==> config.mk <==
export PLATFORM = sky130hd
export DESIGN_NAME = superfast_hash_stream_unit_flat
export DESIGN_NICKNAME = d
export VERILOG_FILES = /design/src/shs_pkg.sv /design/src/shs_if.sv /design/src/superfast_hash_stream_unit.sv /design/src/flat_wrapper.sv
export SDC_FILE = /design/constraint.sdc
export NUM_CORES = 1
export LEC_CHECK = 0
export CORE_MARGIN = 4
export CORE_UTILIZATION = 65
export CTS_CLUSTER_DIAMETER = 30
export CTS_CLUSTER_SIZE = 10
export DETAILED_ROUTE_END_ITERATION = 10
export DONT_BUFFER_PORTS = 1
export GPL_TIMING_DRIVEN = 0
export PLACE_DENSITY = 0.8
export SYNTH_ARGS = -nofsm -noshare
export SYNTH_HDL_FRONTEND = slang
export SYNTH_SLANG_ARGS = --single-unit
==> constraint.sdc <==
create_clock -name clk -period 14.1 [get_ports clk]
set_clock_uncertainty 0.15 [all_clocks]
set_input_delay 0.705 -clock clk [delete_from_list [all_inputs] [get_ports clk]]
set_output_delay 0.705 -clock clk [all_outputs]
set_load 0.02 [all_outputs]
==> src/shs_pkg.sv <==
// shs_pkg: widths, the result-stage record and the mixing functions of the
// streaming SuperFastHash unit. No dependencies; used by the interfaces and the top level.
`timescale 1ns / 1ps
package shs_pkg;

  localparam int BYTE_W = 8;
  localparam int HASH_W = 32;
  localparam int BUF_W  = 24;
  localparam int CNT_W  = 2;

  // Shift amounts of the group mix, tail rules and avalanche
  localparam int SH_GRP_HI   = 11;
  localparam int SH_GRP_WORD = 16;
  localparam int SH_T3_BYTE  = 18;
  localparam int SH_T2_DOWN  = 17;
  localparam int SH_T1_UP    = 10;
  localparam int SH_AV_LAST  = 25;

  // Pending-byte counts that select the tail rule
  localparam logic [CNT_W-1:0] CNT_NONE  = 2'd0;
  localparam logic [CNT_W-1:0] CNT_ONE   = 2'd1;
  localparam logic [CNT_W-1:0] CNT_TWO   = 2'd2;
  localparam logic [CNT_W-1:0] CNT_THREE = 2'd3;

  typedef logic [HASH_W-1:0] hash_t;

  // Hash and pending tail of a finished message
  typedef struct packed {
    hash_t             hash;
    logic [BUF_W-1:0]  tail;
    logic [CNT_W-1:0]  cnt;
  } shs_fin_t;

  function automatic hash_t sext8(input logic [BYTE_W-1:0] b);
    return {{(HASH_W-BYTE_W){b[BYTE_W-1]}}, b};
  endfunction

  // Mix one group of four bytes (two little-endian words)
  function automatic hash_t mix_group(input hash_t h_in, input logic [15:0] lo,
                                      input logic [15:0] hi);
    hash_t h;
    hash_t t;
    h = h_in + {16'd0, lo};
    t = ({16'd0, hi} << SH_GRP_HI) ^ h;
    h = (h << SH_GRP_WORD) ^ t;
    h = h + (h >> SH_GRP_HI);
    return h;
  endfunction

  // Tail rule, then the first half of the avalanche
  function automatic hash_t finish_a(input shs_fin_t f);
    hash_t h;
    h = f.hash;
    case (f.cnt)
      CNT_THREE: begin
        h = h + {16'd0, f.tail[15:0]};
        h = h ^ (h << 16);
        h = h ^ (sext8(f.tail[23:16]) << SH_T3_BYTE);
        h = h + (h >> 11);
      end
      CNT_TWO: begin
        h = h + {16'd0, f.tail[15:0]};
        h = h ^ (h << 11);
        h = h + (h >> SH_T2_DOWN);
      end
      CNT_ONE: begin
        h = h + sext8(f.tail[7:0]);
        h = h ^ (h << SH_T1_UP);
        h = h + (h >> 1);
      end
      default: ;
    endcase
    h = h ^ (h << 3);
    h = h + (h >> 5);
    h = h ^ (h << 4);
    return h;
  endfunction

  // Second half of the avalanche
  function automatic hash_t finish_b(input hash_t h_in);
    hash_t h;
    h = h_in + (h_in >> 17);
    h = h ^ (h << SH_AV_LAST);
    h = h + (h >> 6);
    return h;
  endfunction

endpackage

==> src/shs_if.sv <==
// shs_if: valid/ready channel interfaces for message bytes and finished hashes.
// Depends on shs_pkg for the field widths.
`timescale 1ns / 1ps
interface shs_in_if;
  logic                        valid;
  logic                        ready;
  logic [shs_pkg::BYTE_W-1:0]  data_byte;
  logic [shs_pkg::HASH_W-1:0]  message_length;
  logic                        empty_message;
  logic                        last_byte;

  modport source (output valid, data_byte, message_length, empty_message, last_byte,
                  input ready);
  modport sink   (input valid, data_byte, message_length, empty_message, last_byte,
                  output ready);
endinterface

interface shs_out_if;
  logic                        valid;
  logic                        ready;
  logic [shs_pkg::HASH_W-1:0]  hash_value;

  modport source (output valid, hash_value, input ready);
  modport sink   (input valid, hash_value, output ready);
endinterface

==> src/superfast_hash_stream_unit.sv <==
// superfast_hash_stream_unit: streaming 32-bit SuperFastHash, one byte per beat.
// Depends on shs_pkg and the channel interfaces in shs_if.sv.
`timescale 1ns / 1ps
// The unit takes one message byte per beat, back to back, with no gaps
// needed between messages. The first beat of a message carries the length
// that seeds the hash; the beat flagged last_byte produces one hash beat,
// and a beat flagged empty_message produces a hash of 0. The per-byte rate
// is one beat per cycle while input ready is high, set by the running-hash
// update (one add, xor and add on the 32-bit hash when a four-byte group
// closes). A finished message passes through the s1_r, s2_r and out_r
// registers: the tail mix and avalanche run in two registered stages. Input
// ready drops only when the first finishing stage is full and cannot move on.
module superfast_hash_stream_unit (
  input  logic        clk,
  input  logic        rst_n,
  shs_in_if.sink      in_ch,
  shs_out_if.source   out_ch
);
  import shs_pkg::*;

  // Running message state
  hash_t             hash_r, hash_nxt;
  logic [BUF_W-1:0]  buf_r, buf_nxt;
  logic [CNT_W-1:0]  cnt_r, cnt_nxt;
  logic              in_msg_r, in_msg_nxt;

  // Finishing pipeline
  shs_fin_t  s1_r, s1_nxt;
  logic      s1_v_r;
  hash_t     s2_r;
  logic      s2_v_r;
  hash_t     out_r;
  logic      out_v_r;

  logic      s1_ready, s2_ready, out_ready;
  logic      in_fire, push;

  hash_t             h0, h1;
  logic [BUF_W-1:0]  b0, b1;
  logic [CNT_W-1:0]  c0, c1;

  assign out_ready = !out_v_r || out_ch.ready;
  assign s2_ready  = !s2_v_r || out_ready;
  assign s1_ready  = !s1_v_r || s2_ready;

  assign in_ch.ready = s1_ready;
  assign in_fire     = in_ch.valid && s1_ready;
  assign push        = in_fire && (in_ch.last_byte || in_ch.empty_message);

  // Byte gather and group mix
  always_comb begin
    h0 = in_msg_r ? hash_r : in_ch.message_length;
    b0 = in_msg_r ? buf_r  : '0;
    c0 = in_msg_r ? cnt_r  : CNT_NONE;
    h1 = h0;
    b1 = b0;
    c1 = c0 + CNT_ONE;
    case (c0)
      CNT_THREE: begin
        h1 = mix_group(h0, b0[15:0], {in_ch.data_byte, b0[23:16]});
        b1 = '0;
      end
      CNT_TWO:  b1 = {in_ch.data_byte, b0[15:0]};
      CNT_ONE:  b1 = {b0[23:16], in_ch.data_byte, b0[7:0]};
      default:  b1 = {b0[23:8], in_ch.data_byte};
    endcase
  end

  // Next message state and finishing record
  always_comb begin
    hash_nxt   = hash_r;
    buf_nxt    = buf_r;
    cnt_nxt    = cnt_r;
    in_msg_nxt = in_msg_r;
    s1_nxt     = '{hash: h1, tail: b1, cnt: c1};
    if (in_fire) begin
      if (in_ch.empty_message || in_ch.last_byte) begin
        hash_nxt   = '0;
        buf_nxt    = '0;
        cnt_nxt    = CNT_NONE;
        in_msg_nxt = 1'b0;
      end else begin
        hash_nxt   = h1;
        buf_nxt    = b1;
        cnt_nxt    = c1;
        in_msg_nxt = 1'b1;
      end
    end
    // An all-zero record finishes to a hash of 0
    if (in_ch.empty_message) begin
      s1_nxt = '{hash: '0, tail: '0, cnt: CNT_NONE};
    end
  end

  // Control registers
  always_ff @(posedge clk) begin
    if (!rst_n) begin
      hash_r   <= '0;
      buf_r    <= '0;
      cnt_r    <= CNT_NONE;
      in_msg_r <= 1'b0;
      s1_v_r   <= 1'b0;
      s2_v_r   <= 1'b0;
      out_v_r  <= 1'b0;
    end else begin
      hash_r   <= hash_nxt;
      buf_r    <= buf_nxt;
      cnt_r    <= cnt_nxt;
      in_msg_r <= in_msg_nxt;
      if (s1_ready) begin
        s1_v_r <= push;
      end
      if (s2_ready) begin
        s2_v_r <= s1_v_r;
      end
      if (out_ready) begin
        out_v_r <= s2_v_r;
      end
    end
  end

  // Finishing payload registers
  always_ff @(posedge clk) begin
    if (s1_ready) begin
      s1_r <= s1_nxt;
    end
    if (s2_ready) begin
      s2_r <= finish_a(s1_r);
    end
    if (out_ready) begin
      out_r <= finish_b(s2_r);
    end
  end

  assign out_ch.valid      = out_v_r;
  assign out_ch.hash_value = out_r;

  // A closed message leaves the state idle
  a_close_idle: assert property (@(posedge clk) disable iff (!rst_n)
    push |=> !in_msg_r && hash_r == '0)
    else $error("message state not cleared after last or empty beat");

  // Buffer bytes above the pending count stay zero
  a_buf_clean: assert property (@(posedge clk) disable iff (!rst_n)
    (cnt_r == CNT_NONE && buf_r == '0) || (cnt_r == CNT_ONE && buf_r[23:8] == '0) ||
    (cnt_r == CNT_TWO && buf_r[23:16] == '0) || cnt_r == CNT_THREE)
    else $error("stale bytes in the byte buffer");

  // Input stalls only behind a full first finishing stage
  a_stall_cause: assert property (@(posedge clk) disable iff (!rst_n)
    !in_ch.ready |-> s1_v_r && s2_v_r && out_v_r)
    else $error("input stalled with room in the finishing pipeline");

  // A finished hash moves on to the output register
  a_s2_to_out: assert property (@(posedge clk) disable iff (!rst_n)
    (s2_v_r && out_ready) |=> out_v_r)
    else $error("hash lost between finishing stage and output");

endmodule

==> src/flat_wrapper.sv <==
// flat-port wrapper written by rule: the top's interface ports become plain ports
module superfast_hash_stream_unit_flat import shs_pkg::*;
  (clk, rst_n, in_ch_valid, in_ch_data_byte, in_ch_message_length, in_ch_empty_message, in_ch_last_byte, in_ch_ready, out_ch_valid, out_ch_hash_value, out_ch_ready);
  shs_in_if in_ch_i ();
  shs_out_if out_ch_i ();
  input  logic clk;
  input  logic rst_n;
  input wire logic [$bits(in_ch_i.valid)-1:0] in_ch_valid;
  input wire logic [$bits(in_ch_i.data_byte)-1:0] in_ch_data_byte;
  input wire logic [$bits(in_ch_i.message_length)-1:0] in_ch_message_length;
  input wire logic [$bits(in_ch_i.empty_message)-1:0] in_ch_empty_message;
  input wire logic [$bits(in_ch_i.last_byte)-1:0] in_ch_last_byte;
  output wire logic [$bits(in_ch_i.ready)-1:0] in_ch_ready;
  output wire logic [$bits(out_ch_i.valid)-1:0] out_ch_valid;
  output wire logic [$bits(out_ch_i.hash_value)-1:0] out_ch_hash_value;
  input wire logic [$bits(out_ch_i.ready)-1:0] out_ch_ready;
  assign in_ch_i.valid = in_ch_valid;
  assign in_ch_i.data_byte = in_ch_data_byte;
  assign in_ch_i.message_length = in_ch_message_length;
  assign in_ch_i.empty_message = in_ch_empty_message;
  assign in_ch_i.last_byte = in_ch_last_byte;
  assign in_ch_ready = in_ch_i.ready;
  assign out_ch_valid = out_ch_i.valid;
  assign out_ch_hash_value = out_ch_i.hash_value;
  assign out_ch_i.ready = out_ch_ready;
  superfast_hash_stream_unit u_core (.clk(clk), .rst_n(rst_n), .in_ch(in_ch_i), .out_ch(out_ch_i));
endmodule
## Word level (Yosys, flattened, before mapping)

Cells that the tools add are included.

- Input bits: 46
- Output and inout bits: 34
- Logic and storage cells: 58
- Bits in read-only memories: 0
- Memory bits (writable): 0
- Latch bits: 0
- Register bits after elaboration: 184
- Memories kept: 0

- Multiply operators: 0
- Divide/modulo/power cells: 0
- Magnitude comparators: 0
- Add/sub/neg operators: 11
- Equal/unequal tests: 6
- Reductions and logical operators: 9
- Bitwise logic cells: 9
- Multiplexer cells: 11
- Shift-type cells: 0

Operators by type and width:

| kind | count |
|---|---|
| $xor A32 B32 Y32 | 8 |
| $mux W32 | 4 |
| $pmux W32 S3 | 1 |
| $pmux W24 S3 | 1 |
| $add A32 B15 Y32 | 2 |
| $add A32 B16 Y32 | 2 |
| $add A32 B21 Y32 | 2 |
| $mux W24 | 2 |
| $add A32 B26 Y32 | 1 |
| $add A32 B27 Y32 | 1 |
| $add A32 B31 Y32 | 1 |
| $add A32 B32 Y32 | 1 |
| $xor A27 B32 Y32 | 1 |
| $eq A2 B2 Y1 const B | 4 |
| $eq A2 B1 Y1 const B | 2 |
| $logic_or A1 B1 Y1 | 4 |
| $mux W2 | 2 |
| $logic_not A1 Y1 | 3 |
| $add A2 B1 Y2 const B | 1 |
| $logic_and A1 B1 Y1 | 2 |
| $mux W1 | 1 |

## Longest topological paths before layout

Gate-level depths: netlist of run 1.

- Word-level depth: 9
- Mapped depth: 39
- Depth with buffers taken out: 39

## Least setup slack after synthesis of run 1

Ideal clock, no wire load.

- Path kind: register -> register
- Start point: reg u_core.s1_r[26] (netlist name)
- End point: reg u_core.s2_r[30] (data pin)
- Buffers on the path: 0
- Stages on the path, launching flop included: 38
- Arrival time: 8.407 ns
- Setup slack: 5.280 ns
- Path through: edfxtp_1 -> ha_1 -> fa_1 -> a21o_1 -> a31o_2 -> a41o_1 -> a21o_1 -> a21o_1 -> a21oi_1 -> o21ai_1 -> a2111oi_2 -> nor4_1 -> or3_1 -> a21o_1 -> a21o_1 -> a21oi_1 -> xnor2_1 -> ha_1 -> (+2 left out) -> nand3_1 -> or4_1 -> a21oi_1 -> xor2_1 -> nor2_1 -> a31oi_1 -> o221ai_2 -> nor2_1 -> xnor2_1 -> ha_1 -> a211o_1 -> o41ai_1 -> o21ai_0 -> a31o_2 -> or3b_1 -> o2bb2ai_1 -> mux2i_1 -> xor2_1

- Cells in the longest elaborated chain, start to end: 9
- Elaborated cells between the ends (all ways): 14
- Those cells by class: add/sub: 6; mux: 2; bitwise: 6

RTL lines:

| element | line | source |
|---|---|---|
| start, declared | superfast_hash_stream_unit.sv:28 | `shs_fin_t s1_r, s1_nxt;` |
| start signal, assigned | superfast_hash_stream_unit.sv:125 | `s1_r <= s1_nxt;` |
| $add A32 B16 Y32 | shs_pkg.sv:56, shs_pkg.sv:62 |  |
| $xor A32 B32 Y32 | shs_pkg.sv:57 | `h = h ^ (h << 16);` |
| $xor A32 B32 Y32 | shs_pkg.sv:58 | `h = h ^ (sext8(f.tail[23:16]) << SH_T3_BYTE);` |
| $add A32 B21 Y32 | shs_pkg.sv:59 | `h = h + (h >> 11);` |
| $pmux W32 S3 (*) | shs_pkg.sv:54 | `case (f.cnt)` |
| $mux W32 (*) | superfast_hash_stream_unit.sv:127 | `if (s2_ready) begin` |
| $xor A32 B32 Y32 (*) | shs_pkg.sv:73 | `h = h ^ (h << 3);` |
| $add A32 B27 Y32 (*) | shs_pkg.sv:74 | `h = h + (h >> 5);` |
| $xor A32 B32 Y32 (*) | shs_pkg.sv:75 | `h = h ^ (h << 4);` |
| end signal, assigned | superfast_hash_stream_unit.sv:128 | `s2_r <= finish_a(s1_r);` |
| end, declared | superfast_hash_stream_unit.sv:30 | `hash_t s2_r;` |

Mark *: on every way between the ends. The rest lies on a longest branch, timed or not. The select of a mux whose other input is x is not followed.
A chain may end at the register's enable or synchronous reset.

## Final worst setup path of run 1

- Start point: reg u_core.in_msg_r
- End point: reg u_core.s1_r[54] (netlist name) (data pin)

- Cells in the longest elaborated chain, start to end: 6
- Elaborated cells between the ends (all ways): 9
- Those cells by class: add/sub: 2; eq/ne: 1; mux: 4; bitwise: 2

RTL lines:

| element | line | source |
|---|---|---|
| start, declared | superfast_hash_stream_unit.sv:25 | `logic in_msg_r, in_msg_nxt;` |
| start signal, assigned | superfast_hash_stream_unit.sv:109 | `in_msg_r <= in_msg_nxt;` |
| $mux W32 or $mux W24 (tied branches) | superfast_hash_stream_unit.sv:52, superfast_hash_stream_unit.sv:53 |  |
| $add A32 B16 Y32 | shs_pkg.sv:43 | `h = h_in + {16'd0, lo};` |
| $xor A27 B32 Y32 | shs_pkg.sv:44 | `t = ({16'd0, hi} << SH_GRP_HI) ^ h;` |
| $xor A32 B32 Y32 | shs_pkg.sv:45 | `h = (h << SH_GRP_WORD) ^ t;` |
| $add A32 B21 Y32 | shs_pkg.sv:46 | `h = h + (h >> SH_GRP_HI);` |
| $mux W32 (*) | superfast_hash_stream_unit.sv:58 | `case (c0)` |

Mark *: on every way between the ends. The rest lies on a longest branch, timed or not.

==> results.md, run 1 <==
- Setup violators final: 0
- Hold endpoint: u_core.hash_r[15]
- Hold_buf cts: 0
- Critical path launch point type: flop
- Most frequent cells in the layout: nor2_1 (245), xnor2_1 (242), ha_1 (215)
- Vias per Instance: 6.75
- Commonest non-fill, non-tap cell in the layout: nor2_1
- Share of layout cells above drive strength 1: 5.18%
- Clock sinks: between 150 and 200
- Post-DR wirelength/cell: approximately 24 um
- Crit Path Class: flop to flop
- Dpl hpwl: 58.3 mm
- Flops & latches, synth: 184
- Final Max Slew Viols: 0
- RSZ-0062 raised after global routing: false
- Synth Instances: 2513
- Yosys cell types: 102
- Max-capacitance violation count: 0
- Avg Inst Size Synth: 8.58 um^2
- IO buf count: 0
- Die X: 190 um
- H-tree depth: 4
- Longest Clk Path Bufs: 2
- Io pins: 80
- Reg clk slew, reported paths: 70 ps
- Mapped Nets: 2783
- Critical path arrival: 10990 ps
- Via count: 20200
- Post-CTS Setup Repair Bufs: 0
- Reg-to-reg endpoint: u_core.s1_r[54]
- 1st-pass router iterations: 6
- Post-Route WL: 71.3 mm
- Post-CTS Resized: 0
- TritonCTS clock tree: yes
- Status: completed
- Initial Util: 66.1%
- Gr usage total: between 30% and 40%
- Clock latency on the worst-skew pair: 460 ps
- Critical path's slowest cell: a2111oi_1
- Critical path data required time: 14160 ps
- Hold_sp: rst_n
- Area Growth Syn to Fin: 5.48%
- R2r startpoint: u_core.in_msg_r
- Num rows: 66
- Worst-path fanout max: 10
- Flop-to-flop setup slack: 3170 ps
- Post-synthesis sequential area ratio: roughly 23%
- Hold/Removal Path Class: input pin to flop
- Max_slew headroom: 11.3%
- Crit-path max cell delay: slightly above 1000 ps
- Global-route wire length before repair: 108 mm
- Clk root buf: clkbuf_16
- GPL Wtd Cong: 1.07
- DIE HEIGHT: approximately 190 um
- Area of the die: 0.0362 mm^2
- DR iter-0 viols: between 2000 and 2500
- Setup TNS: 0 ps
- Global route total overflow: 0
- Most used DFF post-synth: edfxtp_1
- Largest net degree at the start of global routing: 62
- Final Hold Viols: 0
- Drt drc: 0
- Yosys Warn Count: 0
- R2r worst-path depth: 36
- Hold Path Stages: 2
- Ys async rst share: 0%
- Post-synthesis cell area: 0.0216 mm^2
- Post-DRT Antenna Nets: 0
- NumNets Final: approximately 2800
- Number of global-route vias before repair: 19000
- Initial antenna violation count: 2
- Core Region: 0.0326 mm^2
- FMAX: 91.5 MHz
- Critical Path End Type: flop
- Period utilization: 77.5%
- Post-synth EDFFs: 122
- Cts bufs inserted: 17
- Slew @ Worst Pin: 1320 ps
- Tmin final: 10930 ps
-- final cells by class --
type                       instances  area [um^2]
inverter                         101          379
buffer                            80          324
clock inverter                    13          130
multi-input combinational       2148        16000
timing repair buffer               1         27.5
sequential                       184         4900
antenna                            1         2.50
clock buffer                      19          454
fill                            2630         9870
tap                              442          553
-- worst max-delay path: cells and delay by family, from the launching register on --
| family | cells | cell delay (ps) |
|---|---|---|
| AOI/OAI and AO/OA | 16 | 3880 |
| buffers and inverters | 7 | 2770 |
| and+or+nand+nor | 8 | 1830 |
| adders and majority gates | 3 | 1070 |
| xor gates and xnor gates | 2 | 650 |
| DFF | 1 | 320 |
-- flip-flops by register name, indices dropped and copies added, names as in the netlist --
name / flops
u_core.s1_r: 58
u_core.hash_r: 32
u_core.out_ch.hash_value: 32
u_core.s2_r: 32
u_core.buf_r: 24
u_core.cnt_r: 2
u_core.in_msg_r: 1
u_core.out_ch.valid: 1
u_core.s1_v_r: 1
u_core.s2_v_r: 1
-- routing by layer --
metal	vias up	GRT usage (%)	wire, um
li1	9276	-	-
met1	9394	48.4	27200
met2	1246	62.8	32500
met3	263	6.66	6750
met4	0	21.5	4890
met5	-	0	0
-- per-stage QoR --
step           instance area, um^2  utilization [%]  hold slack [ps]  instances  setup slack [ps]
2_1_floorplan                21600                -              282       2513              5280
3_3_place_gp                 22100             67.8              289       2955              3320
3_5_place_dp                 22100             67.9              296       2955              3180
4_1_cts                      22700             69.6              224       2987              3080
5_1_grt                      22700             69.7              269       2988              2400
6_report                     22700             69.7              235       2989              3170
-- logic make-up after synthesis --
logic type | share of synthesized area [%]
AO/OA/AOI/OAI | 22.6
XOR/XNOR | 17.2
adder cells (fa/ha/maj) | 13.3
buffers and inverters | 3.26
multiplexers | 3.78
flip-flops | 22.7
AND/OR/NAND/NOR | 17.1
-- synth_stat cells, types with 17 or more instances --
library cell    n  area share (%)
a211oi_1       29             1.0
a21o_1         87             3.0
a21oi_1       200             4.6
a22oi_1        50             1.7
a31oi_1        20            0.58
and2_1         49             1.4
and3_1         21            0.61
clkbuf_1       56            0.97
dfxtp_1        62             5.8
edfxtp_1      122              17
ha_1          215              12
inv_1          98             1.7
mux2_2         18            0.94
mux2i_1        23             1.1
mux4_2         17             1.8
nand2_1       149             2.6
nand2b_1       32            0.93
nand3_1        54             1.3
nand4_1        29            0.84
nor2_1        245             4.3
nor2b_1        31            0.90
nor3_1         50             1.2
o21a_1         39             1.4
o21ai_0       112             2.6
o21bai_1       35             1.2
or3_1          19            0.55
xnor2_1       242             9.8
xor2_1        140             5.7
-- how the worst max path moves through the flow --
stage	end	slack (ps)	startpoint
floorplan	u_core.s2_r[30]	5280	u_core.s1_r[26]
global placement	u_core.s1_r[54]	3320	u_core.in_msg_r
detailed placement	u_core.s1_r[54]	3180	u_core.in_msg_r
CTS	u_core.s1_r[54]	3080	u_core.in_msg_r
global route	u_core.s1_r[54]	2400	u_core.in_msg_r
finish	u_core.s1_r[54]	3170	u_core.in_msg_r
Power of run 1 is not shown: default switching activity piles up to over one toggle a cycle in this logic, so the estimate is an artifact.
==> run 2, diff against run 1 <==
--- a/config.mk
+++ b/config.mk
@@ -5,14 +5,15 @@
 export SDC_FILE = /design/constraint.sdc
 export NUM_CORES = 1
 export LEC_CHECK = 0
+export ABC_AREA = 1
 export CORE_MARGIN = 4
-export CORE_UTILIZATION = 65
+export CORE_UTILIZATION = 60
 export CTS_CLUSTER_DIAMETER = 30
 export CTS_CLUSTER_SIZE = 10
 export DETAILED_ROUTE_END_ITERATION = 10
 export DONT_BUFFER_PORTS = 1
 export GPL_TIMING_DRIVEN = 0
-export PLACE_DENSITY = 0.8
+export PLACE_DENSITY = 0.78
 export SYNTH_ARGS = -nofsm -noshare
 export SYNTH_HDL_FRONTEND = slang
 export SYNTH_SLANG_ARGS = --single-unit
==> constraint.sdc (replaced) <==
create_clock -name clk -period 8.77 [get_ports clk]
set_clock_uncertainty 0.15 [all_clocks]
set_input_delay 0.4385 -clock clk [delete_from_list [all_inputs] [get_ports clk]]
set_output_delay 0.4385 -clock clk [all_outputs]
set_load 0.02 [all_outputs]
==> run 2 against run 1 <==
Design area rose by 8.9%. Hold slack got worse by 88 ps. Routed wire length rose by 24%. Utilization fell by 5.6 points. Critical path type unchanged. Synthesized cell count rose by 42%. Count of clock-buffer cells in the layout did not move.
==> results.md, run 2 <==
- Status: completed (unchanged)
- Critical path launch point type: flop (unchanged)
- Drt drc: 0 (unchanged)
- DIE HEIGHT: 206 um (was 190 um)
- Pre-CTS WS: -523 ps (was 3180 ps)
- Placed Area: 0.0241 mm^2 (was 0.0221 mm^2)
- Area occupied by multi-input gates: 0.0168 mm^2 (was 0.0160 mm^2)
- Critical path's slowest cell: o21bai_1 (was a2111oi_1)
- Post-route cell area: 0.0248 mm^2 (was 0.0227 mm^2)
- Leading area contributor after synthesis: edfxtp_1 (unchanged)
- IR drop worst, VDD: 0.491 mV
- Cts bufs inserted: 17 (unchanged)
- RSZ-0062 raised after global routing: false (unchanged)
- 1st-pass router iterations: 6 (unchanged)
- Hold Path Stages: 4 (was 2)
- R2r worst-path depth: 37 (was 36)
- H-tree depth: 4 (unchanged)
- Critical path arrival: 8540 ps (was 10990 ps)
- Post-synthesis sequential area ratio: 21.0% (was 22.7%)
- Most frequent cells in the layout: nand2_1 (949), inv_1 (409), a21oi_1 (298) (was nor2_1 (245), xnor2_1 (242), ha_1 (215))
- Most used DFF post-synth: edfxtp_1 (unchanged)
- Crit Path Class: flop to flop (unchanged)
- Number of global-route vias before repair: 23500 (was 19000)
- TritonCTS clock tree: yes (unchanged)
- Global route total overflow: 0 (unchanged)
- Slew @ Worst Pin: 1200 ps (was 1320 ps)
- Largest reg by FF count: u_core.s1_r (unchanged)
- Fin worst setup slack: 288 ps (was 3170 ps)
- Cell with the most instances after synthesis: nand2_1 (was nor2_1)
- Yosys Warn Count: 0 (unchanged)
- Core Region: 0.0386 mm^2 (was 0.0326 mm^2)
- Top cells by count, synth: nand2_1 (951), inv_1 (409), a21oi_1 (299), nor2_1 (283), nand3_1 (254) (was nor2_1 (245), xnor2_1 (242), ha_1 (215), a21oi_1 (200), nand2_1 (149))
- Final std cells w/o fill: 4117 (was 2989)
- Avg Inst Size Synth: 6.57 um^2 (was 8.58 um^2)
- Area of the die: 0.0422 mm^2 (was 0.0362 mm^2)
- Hold WS: 147 ps (was 235 ps)
- Max reg flops: 58 (unchanged)
- Clock latency on the worst-skew pair: 460 ps (about the same)
- Yosys cell types: 63 (was 102)
- Static Leakage: ~12 nW
- Crit-path max cell delay: 480 ps (was 1010 ps)
- Tmin final: 8480 ps (was 10930 ps)
- Dpl cells: 4079 (was 2955)
- Gr usage total: 40.2% (was 38.4%)
- Reg clk slew, reported paths: 80 ps (was 70 ps)
- Longest Clk Path Bufs: 2 (unchanged)
- Post-DR wirelength/cell: 21.4 um (was 23.9 um)
- Post-Route WL: 88.1 mm (was 71.3 mm)
- Post-synthesis cell area: 0.0234 mm^2 (was 0.0216 mm^2)
- Post-layout util: 64.1% (was 69.7%)
- IO buf count: 0 (unchanged)
- Cell repeated most along the worst path: nand2_1
- Share of layout cells above drive strength 1: 6.31% (was 5.18%)
- Commonest non-fill, non-tap cell in the layout: nand2_1 (was nor2_1)
- Synth area leaders: edfxtp_1 (16%), nand2_1 (15%), ha_1 (11%) (was edfxtp_1 (17%), ha_1 (12%), xnor2_1 (9.8%))
- Power Dens Cells: 400 mW/mm^2
- Largest net degree at the start of global routing: 62 (unchanged)
- FMAX: 118 MHz (was 91.5 MHz)
- Global-route wire length before repair: 132 mm (was 108 mm)
- Mapped Nets: 3831 (was 2783)
- Setup TNS: 0 ps (unchanged)
- Worst-path fanout max: 7 (was 10)
- Via count: 25500 (was 20200)
- Initial antenna violation count: 3 (was 2)
- GPL Wtd Cong: 1.17 (was 1.07)
- Post-DRT Antenna Nets: 0 (unchanged)
- Num rows: 72 (was 66)
- Clock sinks: 184 (unchanged)
- DR iter-0 viols: 3537 (was 2407)
- Max_slew headroom: 19.6% (was 11.3%)
- Fill count: 3540 (was 2630)
- Reg area: 0.00490 mm^2 (unchanged)
- Tot Pwr: roughly 9.9 mW
- Synth Instances: 3561 (was 2513)
- Flops & latches, synth: 184 (unchanged)
- Dpl hpwl: 72.9 mm (was 58.3 mm)
- Initial Util: 60.6% (was 66.1%)
- Die X: 206 um (was 190 um)
- Critical path data required time: 8820 ps (was 14160 ps)
- Post-synth EDFFs: 122 (unchanged)
- Vias per Instance: 6.20 (was 6.75)
- Critical Path End Type: flop (unchanged)
- NumNets Final: 3855 (was 2803)
- Hold/Removal Path Class: input pin to flop (unchanged)
- Area Growth Syn to Fin: 5.86% (was 5.48%)
- Ys async rst share: 0% (unchanged)
- Synth top area share: 15.6% (was 17.0%)
- Setup violators final: 0 (unchanged)
- Clk root buf: clkbuf_16 (unchanged)
- Final Max Slew Viols: 0 (unchanged)
- Max-capacitance violation count: 0 (unchanged)
- Io pins: 80 (unchanged)
- Final Hold Viols: 0 (unchanged)
- Period utilization: 96.7% (was 77.5%)
-- run 2: changes by cell type after synthesis, sizes merged, moves of 32 or more --
cell and change:
a21o -75, a21oi +102, a22oi -32, and2 -47
inv +327, nand2 +861, nand3 +211, nor2 +69
nor3 -36, o21ai +69, xnor2 -154, xor2 +50
-- run 2: worst paths after layout --
path	start	to	slack [ps]
max reg2reg	u_core.s1_r[26]	u_core.s2_r[30]	290
min	in_ch_last_byte	u_core.s1_v_r	150
max	u_core.s1_r[26]	u_core.s2_r[30]	290
min reg2reg	u_core.hash_r[26]	u_core.hash_r[26]	320
-- run 2: cell type report --
type / count / share of cell area (%)
plain buffers: 55 / 0.914
multi-input cells: 2891 / 67.6
clock buffers: 19 / 1.79
repair buffers: 6 / 0.298
clock inverters: 13 / 0.434
diodes: 1 / 0.0101
well taps: 518 / 2.62
flip-flops and latches: 184 / 19.8
inverters: 430 / 6.51
-- run 2: critical path: cells and delay by family, from the launching register on --
kind | cells | cell delay (ps)
compound gates | 14 | 3220
simple gates | 12 | 1550
fa+ha+maj | 4 | 1480
xor+xnor | 5 | 1260
flops | 1 | 430
buf+inv | 2 | 100
-- run 2: power by group --
group	switching, mW	internal, mW	total (mW)
Combinational	4.69	2.63	7.32
Sequential	0.263	1.59	1.85
Clock	0.369	0.380	0.749
-- run 2: what timing repair did --
action	in CTS	in global routing
hold buffers	2	0
setup endpoints to repair	11	12
hold endpoints to repair	2	0
gates resized for setup	2	30
setup buffers	2	1
pin swaps	0	1
-- run 2: routing by layer --
layer	vias up	GRT usage [%]	share of wire, %
met5	-	0	0.014
met4	2	19.1	5.8
met3	330	8.73	11
met2	1558	63.1	44
met1	11700	52.8	39
li1	11900	-	-
-- run 2: cell families after synthesis --
kind of cell             share of synthesized area, %
AND/OR/NAND/NOR                                  32.4
flip-flops                                       21.0
buffers and inverters                            7.88
AO/OA/AOI/OAI                                    15.9
adder cells (fa/ha/maj)                          12.3
XOR/XNOR                                         10.6
(Power assumes the default switching activity.)
